## src/rtl/bvacd_pkg.sv

```systemverilog
// Shared constants and types for the battery voltage average / charge detect unit.
`timescale 1ns / 1ps

package bvacd_pkg;

    // Field widths
    localparam int CODE_W = 12;
    localparam int RAWV_W = 18;
    localparam int CORR_W = 20;
    localparam int GAIN_W = 16;
    localparam int WIN_W  = 16;

    // Scaling: raw_voltage = code * VOLT_FULL_SCALE / CODE_FULL_SCALE
    localparam logic [RAWV_W-1:0] VOLT_FULL_SCALE = 18'd216269;
    localparam logic [11:0]       CODE_FULL_SCALE = 12'd4095;
    localparam logic [CORR_W-1:0] CORR_MAX        = 20'hFFFFF;
    localparam logic [CORR_W-1:0] TREND_STEP      = 20'd655;

    // Register index codes (byte address / 4)
    localparam logic [1:0] REG_WINDOW_SIZE = 2'd0;
    localparam logic [1:0] REG_CAL_GAIN    = 2'd1;
    localparam logic [1:0] REG_USE_SENSE   = 2'd2;

    // Reset values of the registers
    localparam logic [WIN_W-1:0]  WINDOW_RESET = 16'd8;
    localparam logic [GAIN_W-1:0] GAIN_RESET   = 16'd4096;

    // Result item, filtered_voltage in the low bits
    typedef struct packed {
        logic              charging;
        logic [CODE_W-1:0] raw_code;
        logic [RAWV_W-1:0] raw_voltage;
        logic [CORR_W-1:0] filtered_voltage;
    } out_item_t;

endpackage

```

## src/rtl/bvacd_ram.sv

```systemverilog
// Generic single-port-write, single-port-read RAM with registered read data.
`timescale 1ns / 1ps

module bvacd_ram #(
    parameter int WIDTH = 20,
    parameter int DEPTH = 32
) (
    input  logic                                     clk,
    input  logic                                     we,
    input  logic [(DEPTH > 1 ? $clog2(DEPTH) : 1)-1:0] waddr,
    input  logic [WIDTH-1:0]                         wdata,
    input  logic                                     re,
    input  logic [(DEPTH > 1 ? $clog2(DEPTH) : 1)-1:0] raddr,
    output logic [WIDTH-1:0]                         rdata
);

    logic [WIDTH-1:0] mem [DEPTH];
    logic [WIDTH-1:0] rdata_reg;

    always_ff @(posedge clk)
    begin
        if (we)
        begin
            mem[waddr] <= wdata;
        end
        if (re)
        begin
            rdata_reg <= mem[raddr];
        end
    end

    assign rdata = rdata_reg;

endmodule

```

## src/rtl/battery_voltage_average_charge_detect_unit.sv

```systemverilog
// Top level: ADC scaling, gain correction, ring-buffer moving average, charge detect.
`timescale 1ns / 1ps
//
//  channel   | dir | handshake                       | payload
//  ----------+-----+---------------------------------+-----------------------------------
//  s_axis    | in  | s_tvalid / s_tready             | s_tdata: adc_code, sense_level
//  m_axis    | out | m_tvalid / m_tready             | m_tdata: filtered, raw_v, code, chg
//  apb       | in  | psel, penable, pwrite, pready=1 | paddr, pwdata, prdata
//
//  One request at a time: each runs through QEST, QFIX, GAIN, SUM, the bit-serial
//  divide by the fill count (DIV) and DONE before the next accept.
//  Sample store is a RAM read in the cycle before the read-modify-write of the running sum.
//  rst_n resets registers and filter state; mapped register writes clear filter state.
//  The next request is taken while a result waits in the output register; a request
//  only stalls at its final cycle when that register is still full.

module battery_voltage_average_charge_detect_unit #(
    parameter int MAX_WINDOW = 32
) (
    input  logic        clk,
    input  logic        rst_n,
    // s_tdata: [11:0] adc_code, [12] sense_level, [15:13] zero
    input  logic        s_tvalid,
    output logic        s_tready,
    input  logic [15:0] s_tdata,
    // m_tdata: [19:0] filtered_voltage, [37:20] raw_voltage, [49:38] raw_code,
    //          [50] charging, [55:51] zero
    output logic        m_tvalid,
    input  logic        m_tready,
    output logic [55:0] m_tdata,
    input  logic        psel,
    input  logic        penable,
    input  logic        pwrite,
    input  logic [3:0]  paddr,
    input  logic [31:0] pwdata,
    output logic [31:0] prdata,
    output logic        pready
);

    import bvacd_pkg::*;

    localparam int CW     = $clog2(MAX_WINDOW + 1);           // fill count / window
    localparam int SLW    = (MAX_WINDOW > 1) ? $clog2(MAX_WINDOW) : 1;
    localparam int SUM_W  = CORR_W + $clog2(MAX_WINDOW);
    localparam int DCNT_W = $clog2(SUM_W + 1);
    localparam int PROD_W = 30;
    localparam int GPROD_W = RAWV_W + GAIN_W;

    localparam logic [2:0] ST_IDLE = 3'd0;
    localparam logic [2:0] ST_QEST = 3'd1;
    localparam logic [2:0] ST_QFIX = 3'd2;
    localparam logic [2:0] ST_GAIN = 3'd3;
    localparam logic [2:0] ST_SUM  = 3'd4;
    localparam logic [2:0] ST_DIV  = 3'd5;
    localparam logic [2:0] ST_DONE = 3'd6;

    // Control and filter state
    logic [2:0]        state_reg, state_next;
    logic [WIN_W-1:0]  window_reg;
    logic [GAIN_W-1:0] gain_reg;
    logic              use_sense_reg;
    logic [SUM_W-1:0]  sum_reg;
    logic [CW-1:0]     fill_reg;
    logic [SLW-1:0]    slot_reg;
    logic [CORR_W-1:0] prev_reg;
    logic              chg_reg;
    logic              seeded_reg;
    logic              out_valid_reg;
    logic [DCNT_W-1:0] dcnt_reg;

    // Payload
    logic [CODE_W-1:0]  code_reg;
    logic               sense_reg;
    logic [PROD_W-1:0]  prod_reg;
    logic [RAWV_W-1:0]  qest_reg;
    logic [RAWV_W-1:0]  rawv_reg;
    logic [GPROD_W-1:0] gprod_reg;
    logic [SUM_W-1:0]   divq_reg;
    logic [CW-1:0]      divr_reg;
    out_item_t          out_item_reg;

    logic              s_accept;
    logic              cfg_write;
    logic              cfg_hit;
    logic [CW-1:0]     win_eff;
    logic [PROD_W:0]   qsum;
    logic [PROD_W:0]   qrem;
    logic [RAWV_W-1:0] rawv_next;
    logic [21:0]       gshift;
    logic [CORR_W-1:0] corr;
    logic              filling;
    logic [SUM_W-1:0]  sum_next;
    logic [CW-1:0]     fill_next;
    logic [SLW-1:0]    slot_next;
    logic [CW:0]       dcand;
    logic              dge;
    logic [CORR_W-1:0] filt;
    logic              chg_next;
    logic              out_load;
    logic              mem_re;
    logic              mem_we;
    logic [CORR_W-1:0] mem_rdata;

    assign pready    = 1'b1;
    assign s_tready  = (state_reg == ST_IDLE);
    assign s_accept  = s_tvalid && s_tready;
    assign cfg_write = psel && penable && pwrite && pready;
    assign cfg_hit   = cfg_write && (paddr[3:2] == REG_WINDOW_SIZE
                       || paddr[3:2] == REG_CAL_GAIN || paddr[3:2] == REG_USE_SENSE);

    always_comb
    begin
        case (paddr[3:2])
            REG_WINDOW_SIZE: prdata = {16'd0, window_reg};
            REG_CAL_GAIN:    prdata = {16'd0, gain_reg};
            REG_USE_SENSE:   prdata = {31'd0, use_sense_reg};
            default:         prdata = 32'd0;
        endcase
    end

    always_comb
    begin
        if (window_reg == '0)
            win_eff = CW'(1);
        else if (window_reg > WIN_W'(MAX_WINDOW))
            win_eff = CW'(MAX_WINDOW);
        else
            win_eff = CW'(window_reg);
    end

    // x/4095 ~= (x + x/4096)/4096, low by at most one; fixed with one compare
    assign qsum = (PROD_W + 1)'(prod_reg) + (PROD_W + 1)'(prod_reg >> 12);
    assign qrem = (PROD_W + 1)'(prod_reg)
                  - ((PROD_W + 1)'(qest_reg) * (PROD_W + 1)'(CODE_FULL_SCALE));
    assign rawv_next = (qrem >= (PROD_W + 1)'(CODE_FULL_SCALE)) ? qest_reg + RAWV_W'(1)
                                                                : qest_reg;

    assign gshift = gprod_reg[GPROD_W-1:12];
    assign corr   = (gshift > 22'(CORR_MAX)) ? CORR_MAX : gshift[CORR_W-1:0];

    assign filling  = (fill_reg < win_eff);
    assign sum_next = filling ? sum_reg + SUM_W'(corr)
                              : sum_reg - SUM_W'(mem_rdata) + SUM_W'(corr);
    assign fill_next = filling ? fill_reg + CW'(1) : fill_reg;
    assign slot_next = (CW'(slot_reg) + CW'(1) == win_eff) ? '0 : slot_reg + SLW'(1);

    // Restoring divide, one quotient bit per cycle
    assign dcand = {divr_reg, divq_reg[SUM_W-1]};
    assign dge   = (dcand >= {1'b0, fill_reg});

    assign filt = divq_reg[CORR_W-1:0];

    always_comb
    begin
        chg_next = chg_reg;
        if (use_sense_reg)
            chg_next = !sense_reg;
        else if (seeded_reg)
        begin
            if ({1'b0, filt} >= {1'b0, prev_reg} + 21'(TREND_STEP))
                chg_next = 1'b1;
            else if ({1'b0, prev_reg} >= {1'b0, filt} + 21'(TREND_STEP))
                chg_next = 1'b0;
        end
    end

    assign out_load = (state_reg == ST_DONE) && (!out_valid_reg || m_tready);

    always_comb
    begin
        state_next = state_reg;
        case (state_reg)
            ST_IDLE: if (s_accept) state_next = ST_QEST;
            ST_QEST: state_next = ST_QFIX;
            ST_QFIX: state_next = ST_GAIN;
            ST_GAIN: state_next = ST_SUM;
            ST_SUM:  state_next = ST_DIV;
            ST_DIV:  if (dcnt_reg == DCNT_W'(SUM_W - 1)) state_next = ST_DONE;
            ST_DONE: if (out_load) state_next = ST_IDLE;
            default: state_next = ST_IDLE;
        endcase
    end

    assign mem_re = (state_reg == ST_GAIN);
    assign mem_we = (state_reg == ST_SUM);

    bvacd_ram #(
        .WIDTH (CORR_W),
        .DEPTH (MAX_WINDOW)
    ) u_store (
        .clk   (clk),
        .we    (mem_we),
        .waddr (slot_reg),
        .wdata (corr),
        .re    (mem_re),
        .raddr (slot_reg),
        .rdata (mem_rdata)
    );

    always_ff @(posedge clk or negedge rst_n)
    begin
        if (!rst_n)
        begin
            state_reg     <= ST_IDLE;
            window_reg    <= WINDOW_RESET;
            gain_reg      <= GAIN_RESET;
            use_sense_reg <= 1'b0;
            sum_reg       <= '0;
            fill_reg      <= '0;
            slot_reg      <= '0;
            prev_reg      <= '0;
            chg_reg       <= 1'b0;
            seeded_reg    <= 1'b0;
            out_valid_reg <= 1'b0;
            dcnt_reg      <= '0;
        end
        else
        begin
            state_reg <= state_next;

            if (out_load)
                out_valid_reg <= 1'b1;
            else if (m_tready)
                out_valid_reg <= 1'b0;

            if (state_reg == ST_SUM)
                dcnt_reg <= '0;
            else if (state_reg == ST_DIV)
                dcnt_reg <= dcnt_reg + DCNT_W'(1);

            if (cfg_hit)
            begin
                case (paddr[3:2])
                    REG_WINDOW_SIZE: window_reg    <= pwdata[WIN_W-1:0];
                    REG_CAL_GAIN:    gain_reg      <= pwdata[GAIN_W-1:0];
                    REG_USE_SENSE:   use_sense_reg <= pwdata[0];
                    default:         ;
                endcase
                sum_reg    <= '0;
                fill_reg   <= '0;
                slot_reg   <= '0;
                prev_reg   <= '0;
                chg_reg    <= 1'b0;
                seeded_reg <= 1'b0;
            end
            else
            begin
                if (state_reg == ST_SUM)
                begin
                    sum_reg  <= sum_next;
                    fill_reg <= fill_next;
                    slot_reg <= slot_next;
                end
                if (out_load)
                begin
                    prev_reg   <= filt;
                    chg_reg    <= chg_next;
                    seeded_reg <= 1'b1;
                end
            end
        end
    end

    always_ff @(posedge clk)
    begin
        if (s_accept)
        begin
            code_reg  <= s_tdata[CODE_W-1:0];
            sense_reg <= s_tdata[CODE_W];
            prod_reg  <= PROD_W'(s_tdata[CODE_W-1:0]) * PROD_W'(VOLT_FULL_SCALE);
        end
        if (state_reg == ST_QEST)
            qest_reg <= RAWV_W'(qsum >> 12);
        if (state_reg == ST_QFIX)
            rawv_reg <= rawv_next;
        if (state_reg == ST_GAIN)
            gprod_reg <= GPROD_W'(rawv_reg) * GPROD_W'(gain_reg);
        if (state_reg == ST_SUM)
        begin
            divq_reg <= sum_next;
            divr_reg <= '0;
        end
        else if (state_reg == ST_DIV)
        begin
            divq_reg <= {divq_reg[SUM_W-2:0], dge};
            divr_reg <= dge ? CW'(dcand - {1'b0, fill_reg}) : CW'(dcand);
        end
        if (out_load)
        begin
            out_item_reg.filtered_voltage <= filt;
            out_item_reg.raw_voltage      <= rawv_reg;
            out_item_reg.raw_code         <= code_reg;
            out_item_reg.charging         <= chg_next;
        end
    end

    assign m_tvalid = out_valid_reg;
    assign m_tdata  = {5'd0, out_item_reg};

    // Fill count never passes the window, and the write slot stays inside it
    a_fill_in_window: assert property (@(posedge clk) disable iff (!rst_n)
        fill_reg <= win_eff)
        else $error("fill count beyond window");

    a_slot_in_window: assert property (@(posedge clk) disable iff (!rst_n)
        CW'(slot_reg) < win_eff)
        else $error("write slot beyond window");

    a_cfg_clears: assert property (@(posedge clk) disable iff (!rst_n)
        cfg_hit |=> (fill_reg == '0 && sum_reg == '0 && !seeded_reg))
        else $error("register write did not clear filter state");

endmodule

```

## config.mk

```make
export PLATFORM = sky130hd
export DESIGN_NAME = battery_voltage_average_charge_detect_unit
export DESIGN_NICKNAME = d
export VERILOG_FILES = /design/src/rtl/bvacd_pkg.sv /design/src/rtl/bvacd_ram.sv /design/src/rtl/battery_voltage_average_charge_detect_unit.sv
export SDC_FILE = /design/constraint.sdc
export NUM_CORES = 2
export LEC_CHECK = 0
export ABC_AREA = 1
export BUFFER_PORTS_ARGS = -buffer_cell sky130_fd_sc_hd__buf_4
export CAP_MARGIN = 20
export CORE_MARGIN = 2
export CORE_UTILIZATION = 53
export CTS_CLUSTER_DIAMETER = 150
export DETAILED_ROUTE_END_ITERATION = 10
export PLACE_DENSITY = 0.81
export SYNTH_ARGS = -nofsm -noshare
export SYNTH_HDL_FRONTEND = slang
export SYNTH_SLANG_ARGS = --single-unit
```

## constraint.sdc

```tcl
create_clock -name clk -period 6 [get_ports clk]
set_input_delay 0.6 -clock clk [delete_from_list [all_inputs] [get_ports clk]]
set_output_delay 0.6 -clock clk [all_outputs]
set_load 0.005 [all_outputs]
```

After elaboration in Yosys (flattened, before gate mapping)
Memories as Yosys holds them, arrays and structs flattened. A register that Yosys moved wholly into a read port is not among the register bits.
Index checks and enable logic that the tools add are counted.
{ "word_totals": {"ff_bits": 295, "latchBits": 0, "mem_bits_rw": 640, "mem_bits_ro": 0, "input_bits": 59, "output_inout_bits": 91, "wordCells": 121, "n_memories": 1} }
{ "classes": {"add_sub_neg": 13, "mul": 3, "div": 0, "n_lt_le_gt_ge": 7, "n_eq_ne": 13, "shift": 0, "mux": 37, "n_bitwise": 0, "reduce_logical": 23} }
{ "memory_table": {"columns": ["name", "depth", "word_bits", "read_ports", "rd_clocked_by_memory_dff", "wr", "line", "text"], "rows": [
  ["u_store.mem", 32, 20, 1, 1, 1, "bvacd_ram.sv:17", "logic [WIDTH-1:0] mem [DEPTH];"]
]} }
{ "op_table": {"columns": ["cell", "count"], "rows": [
  ["25-bit two-way mux", 5],
  ["20-bit two-way mux", 3],
  ["25-bit by 20-bit adder with 25-bit output", 2],
  ["16-bit case mux with 3 select lines", 1],
  ["20-bit by 10-bit adder with 21-bit output (second input constant)", 2],
  ["20-bit by 21-bit greater-or-equal comparator with 1-bit output", 2],
  ["6-bit two-way mux", 6],
  ["18-bit by 16-bit multiplier with 34-bit output", 1],
  ["31-bit by 12-bit greater-or-equal comparator with 1-bit output (second input constant)", 1],
  ["30-bit by 30-bit subtractor with 31-bit output", 1],
  ["30-bit by 18-bit adder with 30-bit output", 1],
  ["12-bit by 18-bit multiplier with 30-bit output (second input constant)", 1],
  ["18-bit by 12-bit multiplier with 30-bit output (second input constant)", 1],
  ["5-bit two-way mux", 5],
  ["25-bit by 20-bit subtractor with 25-bit output", 1],
  ["22-bit by 20-bit > comparator with 1-bit output (second input constant)", 1],
  ["3-bit case mux with 7 select lines", 1],
  ["18-bit by 1-bit adder with 18-bit output (second input constant)", 1],
  ["18-bit two-way mux", 1],
  ["16-bit by 6-bit > comparator with 1-bit output (second input constant)", 1],
  ["16-bit logical NOT", 1],
  ["1-bit two-way mux", 12],
  ["5-bit by 1-bit adder with 5-bit output (second input constant)", 2],
  ["2-bit nonzero test", 5],
  ["other kinds (22)", 38]
]} }

Depth between registers and ports, before layout
{ "logic_depth": {"word_depth": 8, "ltp_mapped": 30} }

Cells and area by module
A second synthesis with hierarchy kept.
{ "hier_totals": {"hier_cells": 6801, "area_unflattened_um2": 63920.1} }
{ "modules_own_cells": {"columns": ["module", "n_inst", "cells_each", "area_each_um2", "seq_area_each_um2"], "rows": [
  ["battery_voltage_average_charge_detect_unit", 1, 4571, 37200.7, 7880.1],
  ["bvacd_ram", 1, 2230, 26719.4, 19819.0]
]} }

Worst setup path after synthesis
No wires, ideal clock.
{ "synth_timing": {"path_type": "register to register", "from": "register gain_reg[1]", "to": "register gprod_reg[27] (data pin)", "setup_ns": 0.252, "arrival_ns": 5.498, "slack_ns": 0.249, "stages_incl_launch_ff": 25, "path_buffers": 2, "cell_sequence": "dfrtp_1 > clkbuf_1 > clkbuf_1 > nand2_1 > fa_1 > inv_1 > fa_1 > inv_1 > fa_1 > inv_1 > fa_1 > inv_1 > fa_1 > inv_1 > fa_1 > ha_1 > nand2_1 > nor4_1 > nand2_1 > nand2_1 > nand2_1 > nand2_1 > nand3_1 > nand3_1 > nand2_1"} }
{ "synth_between": {"elab_chain_cells": 1} }
{ "synth_rtl": {"columns": ["element", "line", "text"], "rows": [
  ["from (decl)", "battery_voltage_average_charge_detect_unit.sv:60", "logic [GAIN_W-1:0] gain_reg;"],
  ["from (signal assigned)", "battery_voltage_average_charge_detect_unit.sv:235", "REG_CAL_GAIN: gain_reg <= pwdata[GAIN_W-1:0];"],
  ["18-bit by 16-bit multiplier with 34-bit output", "battery_voltage_average_charge_detect_unit.sv:277", "gprod_reg <= GPROD_W'(rawv_reg) * GPROD_W'(gain_reg);"],
  ["to (signal assigned)", "battery_voltage_average_charge_detect_unit.sv:277", null],
  ["to (decl)", "battery_voltage_average_charge_detect_unit.sv:77", "logic [GPROD_W-1:0] gprod_reg;"]
]} }
Every way passes these cells.
A chain may end at the register's enable or synchronous reset.

Final worst setup path
{ "layout_timing": {"from": "register rawv_reg[8]", "to": "register gprod_reg[33] (data pin)"} }
{ "layout_between": {"elab_chain_cells": 1} }
{ "layout_rtl": {"columns": ["element", "line", "text"], "rows": [
  ["from (decl)", "battery_voltage_average_charge_detect_unit.sv:76", "logic [RAWV_W-1:0] rawv_reg;"],
  ["from (signal assigned)", "battery_voltage_average_charge_detect_unit.sv:275", "rawv_reg <= rawv_next;"],
  ["18-bit by 16-bit multiplier with 34-bit output", "battery_voltage_average_charge_detect_unit.sv:277", null]
]} }
Every way passes these cells.

==> results.json <==
{
  "result_of_the_run": "completed",
  "areaGrowthSynthToFinish_pct": 10.8,
  "clk_root_buffer_cell": "clkbuf_16",
  "floorplan.initialDensity": 0.534,
  "htree_levels": 3,
  "fin_crit_sh": 0.969,
  "route.final.wire_length_um": 162000,
  "min_delay_path_depth": 2,
  "grt_pass1_wl_um": 251000,
  "worst_slew_margin_rel": 0.264,
  "cts-buffers-inserted": 93,
  "gr-usage-all-layers": 0.267,
  "drc": 0,
  "final_core_util": 0.592,
  "area_occupied_by_multi_input_gates_um2": 29900,
  "hold_viol_final": 0,
  "seq_area_um2": 27700,
  "grt_pass1_vias": 45543,
  "worstSetupPathType": "register to register",
  "design.portCount": 150,
  "min_from": "m_tready",
  "numClockSinks": 941,
  "postSynthCellCount": 6299,
  "tritoncts": "done",
  "final_area_um2": 68800,
  "grt_max_degree": 170,
  "worst_setup_hold_path_clk_slew_ns": 0.06,
  "drt_first_pass_iters": 8,
  "die_ht_um": 346,
  "port_buffers": 106,
  "worst_hold_path.endpoint": "m_tvalid$_DFFE_PN0P_",
  "critical_path.endpoint_type": "register",
  "drtIter0Drc": 4896,
  "worst_case_setup_slack_after_placement_ns": 0.142,
  "drv.max_cap_violation_count": 0,
  "route.vias.total": 45953,
  "async_s_r_ff_share_synth": 0.106,
  "die_area_um2": 120000,
  "wl_met1_um": 64000,
  "crit-reg2reg-launch": "rawv_reg[8]$_DFFE_PP_",
  "start_kind": "register",
  "floorplan.core_area_um2": 116000,
  "clock.fmax_mhz": 172,
  "wire_per_inst_um": 20.1,
  "clock_skew_ns": 0.0449,
  "report.final.slew_viol_count": 0,
  "timing.final.setup_violations": 0,
  "clock_tree.buffer_depth": 3,
  "cell_area_reported_after_detailed_placement_um2": 65000,
  "dominantRegCellSynth": "edfxtp_1",
  "avgViaCountPerCell": 5.71,
  "period_minus_slack_ns": 5.82,
  "met2WireLength_um": 75200,
  "fin_worst_hold_slack_ns": 0.108,
  "worst_pin_slew_ns": 1.10,
  "drive_above_1_share": 0.0876,
  "timing.final.ws_setup_ns": 0.185,
  "synth_seq_area_share": 0.446,
  "synth_cell_type_count": 56,
  "total_congestion_overflow_after_global_routing": 0,
  "yosys_warnings": 0,
  "critical_path.max_fanout": 8,
  "top_layer_used": "met5",
  "final.fill_count": 9133,
  "hp-class": "primary input to register",
  "synth_edf_count": 835,
  "worst-r2r-setup-slack_ns": 0.18,
  "endpoint_of_the_lowest_slack_register_to_register_path": "gprod_reg[33]$_DFFE_PP_",
  "floorplan.die.width_um": 346,
  "mappedNetlistArea_um2": 62100,
  "postSynthRegisterBits": 941,
  "antenna_found_initial": 3,
  "largest_register_ffs": 640,
  "arrival_ns": 6.23,
  "number_of_antenna_repair_diodes": 0,
  "floorplan.rows": 125,
  "postRouteAntennaNets": 0,
  "fin_nets": 7344,
  "hpwlAfterDp_um": 114000,
  "worst_ep_required_time_ns": 6.41,
  "wl_met3_um": 16200,
  "worstSkewPairLatency_ns": 0.71,
  "reg2regPathDepth": 22,
  "gp_routability_congestion": 0.943,
  "syn_avg_cell_area_um2": 9.86
}
## cell usage after synthesis (5+ instances only)
cell type,count,area share
nand4_1,50,0.0050
o21a_1,12,0.0015
xnor2_1,46,0.0065
nor4_1,11,0.0011
xor2_1,117,0.017
edfxtp_1,835,0.40
nand3b_1,10,0.0012
dfrtp_1,98,0.039
o21ai_0,510,0.041
nor2_2,8,0.00081
fa_1,441,0.14
o211ai_1,5,0.00060
or2_2,23,0.0023
and2_1,7,0.00071
inv_2,8,0.00048
nor2_1,604,0.037
ha_1,407,0.082
clkinv_1,9,0.00054
nor3_1,39,0.0031
a21boi_0,8,0.00097
nand2_1,1108,0.067
a21oi_1,209,0.017
a21o_1,10,0.0012
a221oi_1,39,0.0055
clkbuf_1,210,0.013
a22o_1,33,0.0047
nand3_1,153,0.012
buf_1,7,0.00042
o22ai_1,178,0.018
o21bai_1,15,0.0018
buf_4,25,0.0030
inv_1,1000,0.060
dfxtp_1,6,0.0019
nand3_2,5,0.00081
a31oi_1,9,0.00091
## layout make-up
class,count,share of cell area
multi-input combinational,4114,0.435
sequential,941,0.403
inverter,1017,0.0556
clock buffer,110,0.0352
timing repair buffer,270,0.0320
tap,1524,0.0277
clock inverter,65,0.0117
## how the worst max path moves through the flow
stage,slack (ns),to,start
floorplan,0.25,gprod_reg[27]$_DFFE_PP_,gain_reg[1]$_DFFE_PN0P_
global placement,0.18,gprod_reg[27]$_DFFE_PP_,rawv_reg[5]$_DFFE_PP_
detailed placement,0.14,gprod_reg[31]$_DFFE_PP_,rawv_reg[8]$_DFFE_PP_
CTS,0.08,gprod_reg[18]$_DFFE_PP_,rawv_reg[8]$_DFFE_PP_
global route,-0.04,gprod_reg[29]$_DFFE_PP_,rawv_reg[5]$_DFFE_PP_
finish,0.18,gprod_reg[33]$_DFFE_PP_,rawv_reg[8]$_DFFE_PP_
## per-layer routing
layer	GRT usage	up-vias
met5	0	-
met3	0.0483	337
li1	-	21025
met1	0.364	22222
met4	0.0960	2
met2	0.431	2367
## placed cells by master, fill, tap and decap left out, types with 15 or more instances in the layout
cell / netlist / routed
a21oi_1: 209 / 205
a221oi_1: 39 / 39
a22o_1: 33 / 33
buf_4: 25 / 251
clkbuf_16: 0 / 93
clkinv_1: 9 / 26
clkinv_2: 0 / 18
conb_1: 2 / 22
dfrtp_1: 98 / 93
edfxtp_1: 835 / 835
fa_1: 441 / 432
ha_1: 407 / 396
inv_1: 1000 / 985
inv_2: 8 / 22
nand2_1: 1108 / 1101
nand3_1: 153 / 153
nand4_1: 50 / 50
nor2_1: 604 / 565
nor2_2: 8 / 45
nor3_1: 39 / 32
o21ai_0: 510 / 509
o21bai_1: 15 / 15
o22ai_1: 178 / 178
or2_2: 23 / 23
xnor2_1: 46 / 46
xor2_1: 117 / 117
## kinds of logic (layout without fill, tap and decap cells)
group | Yosys count | count (layout) | share of synthesized area
buf+inv | 1264 | 1462 | 0.0781
other cells | 2 | 22 | 0.000121
flops | 941 | 941 | 0.446
simple gates | 2031 | 2031 | 0.133
fa+ha+maj | 848 | 848 | 0.224
compound gates | 1050 | 1050 | 0.0958
xor+xnor | 163 | 163 | 0.0230
## repair_timing
action,in CTS,in global routing
buffers inserted,0,29
gates resized for setup,0,72
endpoints found under the setup margin,0,34
hold buffers,1,0
endpoints found under the hold margin,30,0
## per-stage QoR
| stage | cells | setup TNS [ns] |
|---|---|---|
| 2_1_floorplan | 6319 | 0 |
| 3_3_place_gp | 7825 | 0 |
| 3_5_place_dp | 7829 | 0 |
| 4_1_cts | 8005 | 0 |
| 5_1_grt | 8041 | -0.145 |
| 6_report | 8041 | 0 |
## worst max-delay path, cell delays in order, from the launching register on
cell,delay [ns]
edfxtp_1,0.56
buf_4,0.23
buf_4,0.17
nand2_1,0.07
inv_1,0.05
fa_1,0.53
inv_1,0.05
fa_1,0.55
fa_1,0.45
fa_1,0.50
fa_1,0.50
inv_1,0.05
fa_1,0.49
ha_2,0.31
a21oi_1,0.19
nor2_1,0.05
nor2_1,0.12
o21ai_0,0.11
a21oi_1,0.13
nand2_1,0.13
nand2_1,0.08
nand2_1,0.07
xor2_1,0.15
Power is not shown: default switching activity piles up to over one toggle a cycle in this logic, so the estimate is an artifact.
